File: src/sv/xrg_pkg.sv
`timescale 1ns / 1ps

package xrg_pkg;

    localparam int WORD_W = 64;
    localparam int HALF_W = 32;
    localparam int CNT_W  = $clog2(WORD_W);
    localparam int IDX_W  = 2;

    localparam logic [1:0] VAR_XS32  = 2'd0;
    localparam logic [1:0] VAR_XS64  = 2'd1;

    localparam logic [IDX_W-1:0] REG_VARIANT = 2'd0;
    localparam logic [IDX_W-1:0] REG_SEED_A  = 2'd1;
    localparam logic [IDX_W-1:0] REG_SEED_B  = 2'd2;

    localparam logic [1:0]        RST_VARIANT = VAR_XS32;
    localparam logic [WORD_W-1:0] RST_SEED_A  = 64'd2525;
    localparam logic [WORD_W-1:0] RST_SEED_B  = 64'd987654321;

    localparam logic [WORD_W-1:0] ZERO_FIX_A = 64'd1;
    localparam logic [WORD_W-1:0] ZERO_FIX_B = 64'd2;

    localparam int XS32_SH1  = 13;
    localparam int XS32_SH2  = 17;
    localparam int XS32_SH3  = 5;
    localparam int XS64_SH1  = 13;
    localparam int XS64_SH2  = 7;
    localparam int XS64_SH3  = 17;
    localparam int XS128_SH1 = 23;
    localparam int XS128_SH2 = 17;
    localparam int XS128_SH3 = 26;

    typedef struct packed {
        logic              cmd;
        logic [WORD_W-1:0] range_low;
        logic [WORD_W-1:0] range_high;
    } t_in;

    typedef struct packed {
        logic [WORD_W-1:0] value;
        logic              bad_range;
    } t_out;

    typedef enum logic [1:0] {
        S_IDLE,
        S_GEN,
        S_DIV,
        S_WRITE
    } t_state;

    typedef struct packed {
        logic load_in;
        logic gen;
        logic div_step;
        logic wr_out;
    } t_cmd;

    typedef struct packed {
        logic skip_div;
        logic div_last;
        logic out_free;
    } t_sts;

endpackage

File: src/sv/xrg_ctrl.sv
`timescale 1ns / 1ps

module xrg_ctrl (
    input  logic          i_clk,
    input  logic          i_rst_n,
    input  logic          i_in_valid,
    input  xrg_pkg::t_sts i_sts,
    output logic          o_in_ready,
    output xrg_pkg::t_cmd o_cmd
);
    import xrg_pkg::*;

    t_state r_state;
    t_state n_state;

    always_ff @(posedge i_clk) begin
        if (!i_rst_n) begin
            r_state <= S_IDLE;
        end else begin
            r_state <= n_state;
        end
    end

    always_comb begin
        n_state    = r_state;
        o_in_ready = 1'b0;
        o_cmd      = '0;
        case (r_state)
            S_IDLE: begin
                o_in_ready = 1'b1;
                if (i_in_valid) begin
                    o_cmd.load_in = 1'b1;
                    n_state       = S_GEN;
                end
            end
            S_GEN: begin
                o_cmd.gen = 1'b1;
                n_state   = i_sts.skip_div ? S_WRITE : S_DIV;
            end
            S_DIV: begin
                o_cmd.div_step = 1'b1;
                if (i_sts.div_last) begin
                    n_state = S_WRITE;
                end
            end
            S_WRITE: begin
                if (i_sts.out_free) begin
                    o_cmd.wr_out = 1'b1;
                    n_state      = S_IDLE;
                end
            end
            default: begin
                n_state = S_IDLE;
            end
        endcase
    end

endmodule

File: src/sv/xrg_dp.sv
`timescale 1ns / 1ps

module xrg_dp (
    input  logic                       i_clk,
    input  logic                       i_rst_n,
    input  logic                       i_cfg_valid,
    input  logic [xrg_pkg::IDX_W-1:0]  i_cfg_index,
    input  logic [xrg_pkg::WORD_W-1:0] i_cfg_data,
    input  xrg_pkg::t_in               i_in,
    input  logic                       i_out_ready,
    input  xrg_pkg::t_cmd              i_cmd,
    output xrg_pkg::t_sts              o_sts,
    output logic                       o_out_valid,
    output xrg_pkg::t_out              o_out
);
    import xrg_pkg::*;

    // configuration and generator state
    logic [1:0]        r_variant, n_variant;
    logic [WORD_W-1:0] r_seed_a, n_seed_a;
    logic [WORD_W-1:0] r_seed_b, n_seed_b;
    logic [WORD_W-1:0] r_w0, r_w1;
    logic              cfg_hit;

    // item registers
    logic              r_cmd;
    logic [WORD_W-1:0] r_lo_in, r_hi_in;
    logic [WORD_W-1:0] r_raw, r_lo, r_mod, r_rem, r_dvd;
    logic [CNT_W-1:0]  r_cnt;
    logic              r_bad;
    logic              r_out_valid;
    t_out              r_out;

    logic              is128, is32;
    logic [WORD_W-1:0] wmask;
    logic [WORD_W-1:0] a128, n0, n1, raw;
    logic [HALF_W-1:0] x32a, x32b, x32c;
    logic [WORD_W-1:0] x64a, x64b, x64c;
    logic [WORD_W-1:0] lo_m, hi_m, mod_m;
    logic [WORD_W:0]   trial;
    logic [WORD_W:0]   trial_sub;
    logic [WORD_W-1:0] bounded;

    assign is128 = r_variant[1];
    assign is32  = (r_variant == VAR_XS32);
    assign wmask = is32 ? {{(WORD_W-HALF_W){1'b0}}, {HALF_W{1'b1}}} : {WORD_W{1'b1}};

    always_comb begin
        n_variant = r_variant;
        n_seed_a  = r_seed_a;
        n_seed_b  = r_seed_b;
        cfg_hit   = 1'b0;
        if (i_cfg_valid) begin
            case (i_cfg_index)
                REG_VARIANT: begin
                    n_variant = i_cfg_data[1:0];
                    cfg_hit   = 1'b1;
                end
                REG_SEED_A: begin
                    n_seed_a = i_cfg_data;
                    cfg_hit  = 1'b1;
                end
                REG_SEED_B: begin
                    n_seed_b = i_cfg_data;
                    cfg_hit  = 1'b1;
                end
                default: begin
                    cfg_hit = 1'b0;
                end
            endcase
        end
    end

    // one generator step
    always_comb begin
        x32a = r_w0[HALF_W-1:0] ^ (r_w0[HALF_W-1:0] << XS32_SH1);
        x32b = x32a ^ (x32a >> XS32_SH2);
        x32c = x32b ^ (x32b << XS32_SH3);
        x64a = r_w0 ^ (r_w0 << XS64_SH1);
        x64b = x64a ^ (x64a >> XS64_SH2);
        x64c = x64b ^ (x64b << XS64_SH3);
        a128 = r_w0 ^ (r_w0 << XS128_SH1);
        if (is128) begin
            n0  = r_w1;
            n1  = a128 ^ r_w1 ^ (a128 >> XS128_SH2) ^ (r_w1 >> XS128_SH3);
            raw = n1 + r_w1;
        end else if (is32) begin
            n0  = {{(WORD_W-HALF_W){1'b0}}, x32c};
            n1  = r_w1;
            raw = n0;
        end else begin
            n0  = x64c;
            n1  = r_w1;
            raw = x64c;
        end
    end

    assign lo_m  = r_lo_in & wmask;
    assign hi_m  = r_hi_in & wmask;
    assign mod_m = (hi_m - lo_m + {{(WORD_W-1){1'b0}}, 1'b1}) & wmask;

    assign o_sts.skip_div = !r_cmd || (mod_m == '0);
    assign o_sts.div_last = (r_cnt == {CNT_W{1'b1}});
    assign o_sts.out_free = !r_out_valid || i_out_ready;

    always_ff @(posedge i_clk) begin
        if (!i_rst_n) begin
            r_variant <= RST_VARIANT;
            r_seed_a  <= RST_SEED_A;
            r_seed_b  <= RST_SEED_B;
            r_w0      <= RST_SEED_A & {{(WORD_W-HALF_W){1'b0}}, {HALF_W{1'b1}}};
            r_w1      <= RST_SEED_B;
        end else begin
            r_variant <= n_variant;
            r_seed_a  <= n_seed_a;
            r_seed_b  <= n_seed_b;
            if (cfg_hit) begin
                if (n_variant[1]) begin
                    r_w0 <= (n_seed_a == '0) ? ZERO_FIX_A : n_seed_a;
                end else if (n_variant == VAR_XS32) begin
                    r_w0 <= n_seed_a & {{(WORD_W-HALF_W){1'b0}}, {HALF_W{1'b1}}};
                end else begin
                    r_w0 <= n_seed_a;
                end
                r_w1 <= (n_seed_b == '0) ? ZERO_FIX_B : n_seed_b;
            end else if (i_cmd.gen) begin
                r_w0 <= n0;
                r_w1 <= n1;
            end
        end
    end

    // restoring remainder, one bit a cycle
    assign trial     = {r_rem, r_dvd[WORD_W-1]};
    assign trial_sub = trial - {1'b0, r_mod};
    assign bounded   = (r_lo + r_rem) & wmask;

    always_ff @(posedge i_clk) begin
        if (i_cmd.load_in) begin
            r_cmd   <= i_in.cmd;
            r_lo_in <= i_in.range_low;
            r_hi_in <= i_in.range_high;
        end
        if (i_cmd.gen) begin
            r_raw <= raw & wmask;
            r_dvd <= raw & wmask;
            r_lo  <= lo_m;
            r_mod <= mod_m;
            r_rem <= '0;
            r_cnt <= '0;
            r_bad <= r_cmd && (mod_m == '0);
        end
        if (i_cmd.div_step) begin
            r_dvd <= r_dvd << 1;
            r_cnt <= r_cnt + 1'b1;
            if (!trial_sub[WORD_W]) begin
                r_rem <= trial_sub[WORD_W-1:0];
            end else begin
                r_rem <= trial[WORD_W-1:0];
            end
        end
        if (i_cmd.wr_out) begin
            r_out.value     <= (r_bad || !r_cmd) ? r_raw : bounded;
            r_out.bad_range <= r_bad;
        end
    end

    always_ff @(posedge i_clk) begin
        if (!i_rst_n) begin
            r_out_valid <= 1'b0;
        end else if (i_cmd.wr_out) begin
            r_out_valid <= 1'b1;
        end else if (i_out_ready) begin
            r_out_valid <= 1'b0;
        end
    end

    assign o_out_valid = r_out_valid;
    assign o_out       = r_out;

endmodule

File: src/sv/xorshift_random_generator.sv
`timescale 1ns / 1ps

// channel   signals                                  direction
// cfg       i_cfg_valid o_cfg_ready i_cfg_index       in
//           i_cfg_data
// in        i_in_valid o_in_ready i_in                in
// out       o_out_valid i_out_ready o_out             out
//
// raw item: after the accept come the generator step and the result write, which waits
// while the output register is full; the next item is taken after the write
// bounded item: a radix-2 remainder loop in between, one bit per cycle over 64 bits
// a finished result sits in the output register; the next item is accepted meanwhile
// reset loads variant 0 and the reset seeds into the generator, no clearing pass
// cfg writes are always taken; writes to index 0 to 2 reload the generator state

module xorshift_random_generator (
    input  logic                       i_clk,
    input  logic                       i_rst_n,
    input  logic                       i_cfg_valid,
    output logic                       o_cfg_ready,
    input  logic [xrg_pkg::IDX_W-1:0]  i_cfg_index,
    input  logic [xrg_pkg::WORD_W-1:0] i_cfg_data,
    input  logic                       i_in_valid,
    output logic                       o_in_ready,
    input  xrg_pkg::t_in               i_in,
    output logic                       o_out_valid,
    input  logic                       i_out_ready,
    output xrg_pkg::t_out              o_out
);
    import xrg_pkg::*;

    t_cmd w_cmd;
    t_sts w_sts;

    assign o_cfg_ready = 1'b1;

    xrg_ctrl u_ctrl (
        .i_clk      (i_clk),
        .i_rst_n    (i_rst_n),
        .i_in_valid (i_in_valid),
        .i_sts      (w_sts),
        .o_in_ready (o_in_ready),
        .o_cmd      (w_cmd)
    );

    xrg_dp u_dp (
        .i_clk       (i_clk),
        .i_rst_n     (i_rst_n),
        .i_cfg_valid (i_cfg_valid),
        .i_cfg_index (i_cfg_index),
        .i_cfg_data  (i_cfg_data),
        .i_in        (i_in),
        .i_out_ready (i_out_ready),
        .i_cmd       (w_cmd),
        .o_sts       (w_sts),
        .o_out_valid (o_out_valid),
        .o_out       (o_out)
    );

    a_busy_after_accept: assert property (@(posedge i_clk) disable iff (!i_rst_n)
        (i_in_valid && o_in_ready) |=> !o_in_ready)
        else $error("input taken while an item is in progress");

    a_no_overwrite: assert property (@(posedge i_clk) disable iff (!i_rst_n)
        w_cmd.wr_out |-> (!o_out_valid || i_out_ready))
        else $error("result register overwritten before it was taken");

    a_one_command: assert property (@(posedge i_clk) disable iff (!i_rst_n)
        $onehot0({w_cmd.load_in, w_cmd.gen, w_cmd.div_step, w_cmd.wr_out}))
        else $error("more than one datapath command in a cycle");

    a_result_then_idle: assert property (@(posedge i_clk) disable iff (!i_rst_n)
        w_cmd.wr_out |=> (o_out_valid && o_in_ready))
        else $error("result write did not return the block to idle");

endmodule
File: config.mk
export PLATFORM = sky130hd
export DESIGN_NAME = xorshift_random_generator
export DESIGN_NICKNAME = d
export VERILOG_FILES = /design/src/sv/xrg_pkg.sv /design/src/sv/xrg_ctrl.sv /design/src/sv/xrg_dp.sv /design/src/sv/xorshift_random_generator.sv
export SDC_FILE = /design/constraint.sdc
export NUM_CORES = 2
export LEC_CHECK = 0
export BUFFER_PORTS_ARGS = -buffer_cell sky130_fd_sc_hd__buf_2
export CAP_MARGIN = 10
export CELL_PAD_IN_SITES_DETAIL_PLACEMENT = 2
export CELL_PAD_IN_SITES_GLOBAL_PLACEMENT = 2
export CORE_MARGIN = 2
export CORE_UTILIZATION = 44
export CTS_BUF_LIST = sky130_fd_sc_hd__clkbuf_4 sky130_fd_sc_hd__clkbuf_8
export DETAILED_ROUTE_END_ITERATION = 7
export PLACE_DENSITY = 0.9
export SLEW_MARGIN = 20
export SYNTH_ARGS = -nofsm -noshare
export SYNTH_HDL_FRONTEND = slang
export SYNTH_SLANG_ARGS = --single-unit
File: constraint.sdc
create_clock -name i_clk -period 15.6 [get_ports i_clk]
set_input_delay 0.78 -clock i_clk [delete_from_list [all_inputs] [get_ports i_clk]]
set_output_delay 0.78 -clock i_clk [all_outputs]
set_load 0.02 [all_outputs]
After elaboration in Yosys (flattened, before gate mapping):

Index checks and enable logic that the tools add are counted.

* output and inout bits: 68
* word-level logic and storage cells: 113
* input bits: 200
* register bits: 782

* reduce and logical (&&, ||, !) cells: 20
* bitwise logic cells: 15
* mux-type cells: 43
* eq/ne operators: 9
* add/subtract/negate cells: 6

Operator list (count)
* $mux 64: 23
* $and 64x64->64: 5
* $xor 64x64->64: 4
* $logic_not 64->1: 3
* $add 64x64->64: 2
* $sub 65x64->65: 1
* $add 64x1->64 const B: 1
* $sub 64x64->64: 1
* $xor 32x32->32: 2
* $xor 64x38->64: 1
* $xor 64x47->64: 1
* $xor 64x57->64: 1
* $xor 32x15->32: 1
* $mux 1: 12
* $mux 6: 2
* $mux 2: 5
* $logic_not 2->1: 4
* $pmux 2 s4: 1
* $reduce_bool 2->1: 4
* $add 6x1->6 const B: 1
* $eq 2x2->1 const B: 3
* $eq 6x6->1 const B: 1
* $eq 2x1->1 const B: 2
* $ne 2x1->1 const B: 2
* other kinds (7): 10

Logic depth before layout (Yosys ltp):

* depth in word-level cells: 10
* depth in mapped cells: 21
* mapped depth without buffers: 18

Modules after synthesis:

From an unflattened synthesis, not the netlist that was laid out.

* cells, all modules: 5553
* area total of the unflattened synthesis: 51296.7 um2

Modules (own cells, without submodules)
* xrg_dp: cells an instance 5529, times used 1, area each 51085.2 um2, seq. area each 20820.0 um2
* xrg_ctrl: cells an instance 22, times used 1, area each 200.2 um2, seq. area each 40.0 um2
* xorshift_random_generator: cells an instance 2, times used 1, area each 11.3 um2, seq. area each 0.0 um2

Worst setup path before layout:

OpenSTA, ideal clock, no wires.

* path kind: reg2reg
* start point: register u_ctrl.r_state[1]
* end point: register u_dp.r_w1[1]
* setup time: 0.091 ns
* stages on the path, launching flop included: 9
* buffers on the path: 2
* data required time: 15.509 ns
* arrival time: 7.610 ns
* clock period less this slack: 7.701 ns
* path slack: 7.899 ns
* cell sequence: dfxtp_1 > inv_1 > ha_1 > clkinv_1 > nor2_1 > clkbuf_1 > buf_1 > nand2_1 > a311oi_1

* cells in the longest elaborated chain, start to end: 4

RTL lines
* start, declared: line xrg_ctrl.sv:13 `t_state r_state;`
* start signal, assigned: line xrg_ctrl.sv:20 `r_state <= n_state;`
* $eq 2x1->1: line xrg_ctrl.sv:28 `case (r_state)`
* $mux 1: line xrg_ctrl.sv:28
* $reduce_bool 2->1 (no line)
* $reduce_and 2->1 (no line)
* end signal, assigned: line xrg_dp.sv:125 `r_w1 <= (n_seed_b == '0) ? ZERO_FIX_B : n_seed_b;`
* end signal, assigned: line xrg_dp.sv:128 `r_w1 <= n1;`
* end, declared: line xrg_dp.sv:22 `logic [WORD_W-1:0] r_w0, r_w1;`

No other way between the ends.
A chain may end at the register's enable or synchronous reset.

Worst setup path in the final report:

* start point: register u_dp.r_variant[1]
* end point: register u_ctrl.r_state[0]

* cells in the longest elaborated chain, start to end: 10
* elaborated cells on any way between the ends: 11
* classes of those cells: add/sub (2); mux (3); bitwise (3); reduce/logical (3)

RTL lines
* start, declared: line xrg_dp.sv:19 `logic [1:0] r_variant, n_variant;`
* start signal, assigned: line xrg_dp.sv:114 `r_variant <= n_variant;`
* $logic_not 2->1 *: line xrg_dp.sv:45 `assign is32 = (r_variant == VAR_XS32);`
* $mux 64 *: line xrg_dp.sv:46 `assign wmask = is32 ? {{(WORD_W-HALF_W){1'b0}}, {HALF_W{1'b1}}} : {WORD_W{1'b1}};`
* $and 64x64->64 (on tied branches): line xrg_dp.sv:99, xrg_dp.sv:98
* $sub 64x64->64: line xrg_dp.sv:100 `assign mod_m = (hi_m - lo_m + {{(WORD_W-1){1'b0}}, 1'b1}) & wmask;`
* $add 64x1->64: line xrg_dp.sv:100
* $and 64x64->64 *: line xrg_dp.sv:100
* $logic_not 64->1 *: line xrg_dp.sv:102 `assign o_sts.skip_div = !r_cmd || (mod_m == '0);`
* $logic_or 1x1->1 *: line xrg_dp.sv:102
* $mux 1 *: line xrg_ctrl.sv:38 `n_state = i_sts.skip_div ? S_WRITE : S_DIV;`
* $pmux 2 s4 *: line xrg_ctrl.sv:28

Every way passes the cells marked *; elsewhere a longest branch is shown, timed or not.

==> PnR_summary.wiki <==
{| class="wikitable"
! Metric !! Value
|-
| Outcome || completed
|-
| Post-layout utilization of the core || 50.4%
|-
| Seq cells post-synth || 782
|-
| Dpl cells || 6,993
|-
| Post-synth EDFFs || 520
|-
| Clock buffers created by TritonCTS || 150
|-
| Portion of the post-synthesis area used by sequential elements || 41.0%
|-
| Number of DRC markers after the initial detailed-route iteration || 5,116
|-
| Final setup vio count || 0
|-
| Count of pins on the block boundary || 268
|-
| Share of post-route cells with drive strength above 1 || 10.6%
|-
| Library cells used by synthesis || 80
|-
| TritonCTS clock tree || built
|-
| Most instantiated flip-flop cell in the synthesis netlist || edfxtp_1
|-
| Top-area cell type share of the netlist area || 30.7%
|-
| Antenna violations before repair || 15
|-
| Count of vias placed by the detailed router || 47.9k
|-
| Tightest Hold Check Type || in -> reg
|-
| Largest clock skew in the final design || 0.0680 ns
|-
| Die extent in y || 344 microns
|-
| Final cell count without fillers || 7,394
|-
| Maximum vdd ir drop || 0.336 mV
|-
| Pwr Density || 249 mW/mm^2
|-
| Fill cells || 12.0k
|-
| Number of cells on the worst reg-to-reg path || 16
|-
| Die width || 344 microns
|-
| Largest area contributor in the netlist || edfxtp_1
|-
| Worst setup EP type || flip-flop
|-
| Final-layout worst hold slack || 0.0353 ns
|-
| Maximum fanout count along the critical path || 73
|-
| Highest clock frequency the design can meet || 134 MHz
|-
| Number of iterations in the first detailed-routing pass || 8
|-
| Synth top area cells || edfxtp_1, dfxtp_1, ha_1
|-
| DRC errors left || 0
|-
| Maximum number of pins on one net before global-route repair || 113
|-
| Global-route usage over all layers || 40.8%
|-
| CTS Root Cell || clkbuf_8
|-
| Placement Rows || 124
|-
| Post-synthesis async set-or-reset flop share || 0%
|-
| Total die area || 0.118 sq mm
|-
| Final Wtd Congestion || 1.00
|-
| Max reg flops || 65
|-
| Sum of overflow across all layers after global routing || 0
|-
| Post-CTS setup repair buffer count || 0
|-
| P_leak || 24.3 nW
|-
| Register clock-pin slew on the reported worst setup and hold paths || 0.07 ns
|-
| Insertion delay to the later sink of the worst-skew pair || 0.96 ns
|-
| Syn Area/Cell || 9.29 sq um
|-
| Required @ worst endpoint || 16.46 ns
|-
| Hold violation total from the final report || 0
|-
| Max Slew Vio Count || 0
|-
| H-Tree Depth || 4
|-
| Core Region || 0.115 sq mm
|-
| Post-synthesis net count || 6,004
|-
| Setup repair after global routing missed its margin || false
|-
| Most frequently used cell type in the post-synthesis netlist || nor2_1
|-
| Number of buffers added on ports || 266
|-
| Worst Setup Path Type || reg -> reg
|-
| Number of global-route vias before repair || 51.6k
|-
| Time the worst path needs with I/O delays and setup || 7.45 ns
|-
| Area Growth Syn to Fin || 13.3%
|-
| Estimated wirelength of the detail-placed design || 169 mm
|-
| Worst slew margin relative to its limit || 11.5%
|-
| Hold path depth || 1
|-
| Aggregate negative setup slack || 0 ns
|-
| Nets@finish || 6,276
|-
| Number of nets with antenna violations after detailed routing || 0
|-
| Final worst setup slack || 8.15 ns
|-
| Fraction of the cycle the final worst path needs || 47.7%
|-
| Synth Cell Area || 0.0509 sq mm
|-
| Cells after Synth || 5,481
|-
| Num Clock Sinks || 782
|-
| Total of warnings raised by yosys || 0
|-
| Data arrival time of the critical path || 8.31 ns
|-
| Max-cap check violation count || 0
|-
| Global-route wire length before repair || 357 mm
|-
| Type of origin of the critical path || flip-flop
|-
| Maximum clock path buffer count || 3
|-
| Worst Tran Pin Value || 1.31 ns
|-
| Vias per cell || 6.47
|-
| Routed wire length || 247 mm
|-
| Worst setup timing slack at the placement stage || 8.84 ns
|-
| Most common library cells after synthesis || nor2_1, edfxtp_1, nand2_1, xnor2_1, a21oi_1
|-
| Post-detailed-route wirelength per cell || 33.3 microns
|-
| Starting density of the core || 44.5%
|}
-- through the flow --
step	cell area, sq um	power (mW)
2_1_floorplan	50900	8.79
3_3_place_gp	53400	10.9
3_5_place_dp	53400	11.4
4_1_cts	57700	13.9
5_1_grt	57700	14.9
6_report	57700	14.4
-- layer usage --
metal / global-route usage (%) / vias to the layer above / wire length (microns)
met5: 0 / - / 80
met4: 21.3 / 12 / 14600
met3: 9.93 / 791 / 20400
met2: 66.4 / 2484 / 115000
met1: 50.0 / 24400 / 96500
li1: - / 20200 / -
-- power by group --
| group | total (mW) | leakage (nW) | switching (mW) | internal (mW) |
|---|---|---|---|---|
| registers | 3.53 | 7.07 | 0.499 | 3.03 |
| clock network | 2.24 | 1.60 | 1.10 | 1.14 |
| logic | 8.61 | 15.6 | 5.75 | 2.86 |
-- cells by family after synthesis --
logic type               count (synthesis)  share of synthesized area, %
XOR/XNOR                               621                          10.7
AND/OR/NAND/NOR                       1620                          14.6
buffers and inverters                  539                          4.09
multiplexers                           216                          4.25
flip-flops                             782                          41.0
other                                    1                       0.00736
AO/OA/AOI/OAI                         1379                          17.4
adder cells (fa/ha/maj)                323                          8.00
-- worst max-delay path: stages, from the launching register on --
cell and delay, ns:
dfxtp_4 0.75, or2_2 0.33, buf_4 0.60, nand2_1 0.24, ha_1 0.37, ha_1 0.38
a2111oi_0 0.83, o21ai_0 0.21, o21ai_1 0.61, o311ai_0 0.33, or4_1 0.50, nor4_1 0.36
or4b_2 0.79, nor4_1 0.28, and4_1 0.30, nand4b_1 0.15, a31oi_1 0.20
-- cell usage in the layout (no fill, tap or decap), types with 212 or more instances in the layout --
cell,count
o21ai_0,280
inv_1,212
nand2_1,461
dfxtp_1,260
ha_1,316
edfxtp_1,520
a21oi_1,420
xnor2_1,421
mux2i_1,212
buf_2,266
nor2_1,563
-- repair_timing --
item | in CTS | in global routing
gates resized for setup | 0 | 0
hold buffers | 120 | 0
endpoints found under the hold margin | 120 | 0
-- area by class of cell --
type | count | area, sq um | area share (%)
inverters | 215 | 812 | 1.41
multi-input cells | 4160 | 28100 | 48.7
repair buffers | 444 | 2970 | 5.15
flip-flops and latches | 782 | 20900 | 36.2
diodes | 9 | 22.5 | 0.0390
well taps | 1512 | 1890 | 3.28
clock inverters | 63 | 425 | 0.737
clock buffers | 209 | 2610 | 4.52
-- final timing paths --
path / start / end / slack [ns]
min reg2reg: u_dp.r_lo_in[12] / u_dp.r_lo[12] / 0.45
max reg2reg: u_dp.r_variant[1] / u_ctrl.r_state[0] / 8.15
max: u_dp.r_variant[1] / u_ctrl.r_state[0] / 8.15
min: i_in[81] / u_dp.r_lo_in[17] / 0.04
Note: power is estimated with default switching activity, not from simulation.
